--- src/sv/rhni_pkg.sv ---
// Package for region_hit_and_nearest_icon: sizes, codes and sequencer states.
// No dependencies.
package rhni_pkg;

   localparam int MaxPoints = 64;
   localparam int MaxRects  = 64;
   localparam int CoordBits = 12;
   localparam int PtIdxBits = $clog2(MaxPoints);
   localparam int RcIdxBits = $clog2(MaxRects);
   localparam int DistBits  = 2 * CoordBits + 1;

   typedef logic [CoordBits-1:0] coord_type;
   typedef logic [DistBits-1:0]  dist_type;

   localparam logic [1:0] MODE_ICON  = 2'd0;
   localparam logic [1:0] MODE_RECT  = 2'd1;
   localparam logic [1:0] MODE_CLICK = 2'd2;
   localparam logic [1:0] MODE_SPARE = 2'd3;

   localparam logic [1:0] KIND_RECT = 2'd0;
   localparam logic [1:0] KIND_ICON = 2'd1;
   localparam logic [1:0] KIND_NONE = 2'd2;

   typedef enum logic [3:0] {
      ST_IDLE,
      ST_ICON_SCAN,
      ST_RECT_SCAN,
      ST_CLICK_RECT,
      ST_MIN_SCAN,
      ST_TIE_SCAN,
      ST_TIE_WAIT,
      ST_OUT
   } state_type;

endpackage

--- src/sv/rhni_geom.sv ---
// Shared geometry unit: inclusive rectangle containment and squared distance.
// Depends on rhni_pkg.
module rhni_geom (
   input  rhni_pkg::coord_type px,
   input  rhni_pkg::coord_type py,
   input  rhni_pkg::coord_type qx,
   input  rhni_pkg::coord_type qy,
   input  rhni_pkg::coord_type rl,
   input  rhni_pkg::coord_type rt,
   input  rhni_pkg::coord_type rr,
   input  rhni_pkg::coord_type rb,
   output logic                inside_rect,
   output rhni_pkg::dist_type  dist_sq
);
   rhni_pkg::coord_type dx, dy;
   logic [2*rhni_pkg::CoordBits-1:0] sx, sy;

   assign inside_rect = (px >= rl) && (py >= rt) && (px <= rr) && (py <= rb);
   assign dx = (px > qx) ? px - qx : qx - px;
   assign dy = (py > qy) ? py - qy : qy - py;
   assign sx = dx * dx;
   assign sy = dy * dy;
   assign dist_sq = {1'b0, sx} + {1'b0, sy};
endmodule

--- config.mk ---
export PLATFORM = sky130hd
export DESIGN_NAME = rhni_geom
export DESIGN_NICKNAME = d
export VERILOG_FILES = /design/src/sv/rhni_pkg.sv /design/src/sv/rhni_geom.sv
export SDC_FILE = /design/constraint.sdc
export NUM_CORES = 1
export LEC_CHECK = 0
export BUFFER_PORTS_ARGS = -buffer_cell sky130_fd_sc_hd__buf_4
export CAP_MARGIN = 20
export CORE_MARGIN = 2
export CORE_UTILIZATION = 55
export DETAILED_ROUTE_END_ITERATION = 12
export PLACE_DENSITY = 0.75
export SETUP_SLACK_MARGIN = 0.3
export SYNTH_ARGS = -nofsm -noshare
export SYNTH_HDL_FRONTEND = slang
export SYNTH_SLANG_ARGS = --single-unit
export TNS_END_PERCENT = 10
--- constraint.sdc ---
create_clock -name vclk -period 30.1
set_input_delay 6.02 -clock vclk [all_inputs]
set_output_delay 6.02 -clock vclk [all_outputs]
set_load 0.02 [all_outputs]
After elaboration in Yosys (flattened, before gate mapping)
Cells that the tools add are included.
- input bits: 96
- word-level logic and storage cells: 18
- flip-flop bits (word level): 0
- reductions and logical operators: 3
- multiplexer cells: 2
- $lt $le $gt $ge: 6
- $mul: 2
- add/subtract/negate cells: 5
- operator list (cell ; number):
    multiplier 12 x 12 -> 24 bit ; 2
    subtractor 12 bit ; 4
    adder 24 x 24 -> 25 bit ; 1
    greater-or-equal comparator 12 bit ; 2
    > comparator 12 bit ; 2
    less-or-equal comparator 12 bit ; 2
    two-way mux 12 bit ; 2
    logical AND 1 bit ; 3

Logic depth before layout (Yosys ltp)
- depth after elaboration: 4
- depth in mapped cells: 37
- depth with buffers taken out: 36

Worst setup path before layout
OpenSTA, ideal clock, no wires.
- path kind: in2out
- from: in px[0]
- to: out dist_sq[24]
- required time: 24.080 ns
- stages on the path: 33
- buffers on the path: 1
- arrival: 13.865 ns
- slack: 10.215 ns
- cells stage by stage: inv_1 -> ha_1 -> inv_1 -> fa_1 -> nand3_1 -> a21oi_1 -> nor3b_1 -> nor2_2 -> buf_2 -> o31a_1 -> xor2_1 -> nand2_1 -> fa_1 -> inv_1 -> fa_1 -> inv_1 -> fa_1 -> fa_1 -> inv_1 -> fa_1 -> fa_1 -> inv_1 -> fa_1 -> inv_1 -> ha_1 -> a21o_1 -> a21oi_1 -> nand2b_1 -> o211ai_1 -> a211oi_1 -> o21ai_0 -> a21oi_1 -> xnor2_1
- longest elaborated chain between the ends: 4
- RTL lines (element ; line ; text):
    from (decl) ; rhni_geom.sv:4 ; input rhni_pkg::coord_type px,
    subtractor 12 bit or > comparator 12 bit (tied branches) ; rhni_geom.sv:19 ; assign dx = (px > qx) ? px - qx : qx - px;
    two-way mux 12 bit * ; rhni_geom.sv:19 ;
    multiplier 12 x 12 -> 24 bit * ; rhni_geom.sv:21 ; assign sx = dx * dx;
    adder 24 x 24 -> 25 bit * ; rhni_geom.sv:23 ; assign dist_sq = {1'b0, sx} + {1'b0, sy};
    to (decl) ; rhni_geom.sv:13 ; output rhni_pkg::dist_type dist_sq
Every way passes the cells marked *; elsewhere a longest branch is shown, timed or not.

Final worst setup path
- from: in px[2]
- to: out dist_sq[24]
Same word-level chain as after synthesis.

==> results.cfg <==
[routing]
vias = 8972
wl_per_cell_um = 14.46
firstDrtPassIters = 5
viasPerCell = 5.222
wirelength_um = 24850
drc = 0
final_antenna_net_count = 0
drt-initial-drc-count = 447

[yosys]
synth_top_area_frac = 0.3604
synth_top_area_cell = fa_1
synth_fp_nets = 1838
yosys_warnings = 0
synth.area.top_cells = fa_1 (36%), ha_1 (22%), inv_1 (13%)
synth_cell_types = 59
syn_area_sq_mm = 0.01128
avgSynthCellArea_sq_um = 8.416
seq_area_frac_synth = 0
synth_cells = 1340

[worst_setup_path]
crit_type = input pin to output port
max_stage_delay_ns = 0.70
end_kind = output port
timing.critical_path.mode_cell = fa_1
critPathLaunchType = input pin
crit_fanout = 18
cp_num_buf_inv = 8
critPathTopFamily = adder cells
worstPathArrival_ns = 15.39
crit_required_ns = 24.08
slowest_stage = nor2_2

[final_layout]
nNetsFinal = 1948
final_cell_mix = inv_1 (378), fa_1 (203), ha_1 (199)
antenna_cells = 0
layout_commonest_cell = inv_1
clockBufferCount = 0
drive_above_1_share = 0.1105
final_cells = 1718
nFlopsAndLatches = 0
syn_to_final_growth_pct = 10.68
seqCellArea_sq_um = 0

[sta]
rsz0062_at_grt = false
relSlewSlack = 0.4103
hold_viol = 0
finalSetupTns_ns = 0
maxSlewViolCount = 0
fin_crit_ns = 21.41
finalWorstSetupSlack_ns = 8.686
tightest_slew_ns = 0.8782
fin_crit_sh = 0.7114
finalSetupViolCount = 0
max_freq_mhz = 46.70

[place]
dp_slack_ns = 8.847
place.gp.congestion = 0.9217
dpl.hpwl_um = 22530
port_buffers = 122
place_inst = 1718

[clocking]
cts_resized = 0
cts_setup_buffers = 0
ctsHoldBuffers = 0

[grt]
grt_pass1_vias = 9347
grt_pass1_wl_um = 44060
antenna_found_initial = 0
grt_max_degree = 19
track_usage = 0.2443
overflow = 0

[floorplan]
chipWidth_um = 147.2
die_area_sq_mm = 0.02166
ios = 122
start_util = 0.5591
die_y_um = 147.2
coreArea_sq_mm = 0.02017
rows = 52

[flow_run]
maxCapViolations = 0

[worst_hold_path]
hold_class = input pin to output port

[outcome]
outcome = finished clean
## routing by layer
layer / GRT usage / up-vias / routed length (um)
met5: 0 / - / 0
met4: 0.02404 / 0 / 303
met3: 0.01801 / 16 / 1252
met2: 0.4255 / 198 / 12260
met1: 0.3486 / 4409 / 11030
li1: - / 4349 / -
## final timing paths
check                 startpoint     endpoint  slack (ns)  depth (start not counted)
worst max-delay path       px[2]  dist_sq[24]        8.69                         33
worst min-delay path      py[10]  inside_rect       12.60                          4
## synthesized netlist by cell type (7+ instances only)
library cell,number
o21a_1,13
ha_1,199
clkbuf_1,9
a21o_1,31
nor2_1,115
inv_1,378
o21ai_0,26
nor2b_1,7
xnor2_1,32
nand4_1,11
o211ai_1,7
inv_2,7
nand3_1,11
fa_1,203
nor3_1,12
buf_2,12
mux2i_1,13
xor2_1,14
nand2_1,63
nand2b_1,34
a21oi_1,55
## tightest hold or removal path: cells and delay by family
kind / cells / cell delay [ns]
buffers and inverters: 2 / 0.25
AOI/OAI and AO/OA: 1 / 0.17
adders and majority gates: 1 / 0.14
## metrics by stage
stage	hold slack (ns)	util	cell area (sq um)
floorplan	12.44	-	11280
global placement	12.60	0.6189	12480
detailed placement	12.61	0.6189	12480
CTS	12.62	0.6189	12480
global route	12.66	0.6189	12480
finish	12.60	0.6189	12480
## layout make-up
cell class | instances | area [sq um]
Multi-Input combinational cell | 932 | 9716
Fill cell | 1832 | 7687
Inverter | 385 | 1445
Timing Repair Buffer | 131 | 983.4
Tap cell | 270 | 337.8
## kinds of logic (layout without fill, tap and decap cells)
group	after synthesis	in the layout	share of synthesized area
buf+inv	408	516	0.1385
fa+ha+maj	402	402	0.5812
simple gates	282	282	0.1159
compound gates	181	181	0.1064
xor+xnor	50	50	0.04150
mux	17	17	0.01653
Power is left out: the tool's default activity adds up to more than one toggle a clock period on the data nets, which glitch-free logic cannot reach.
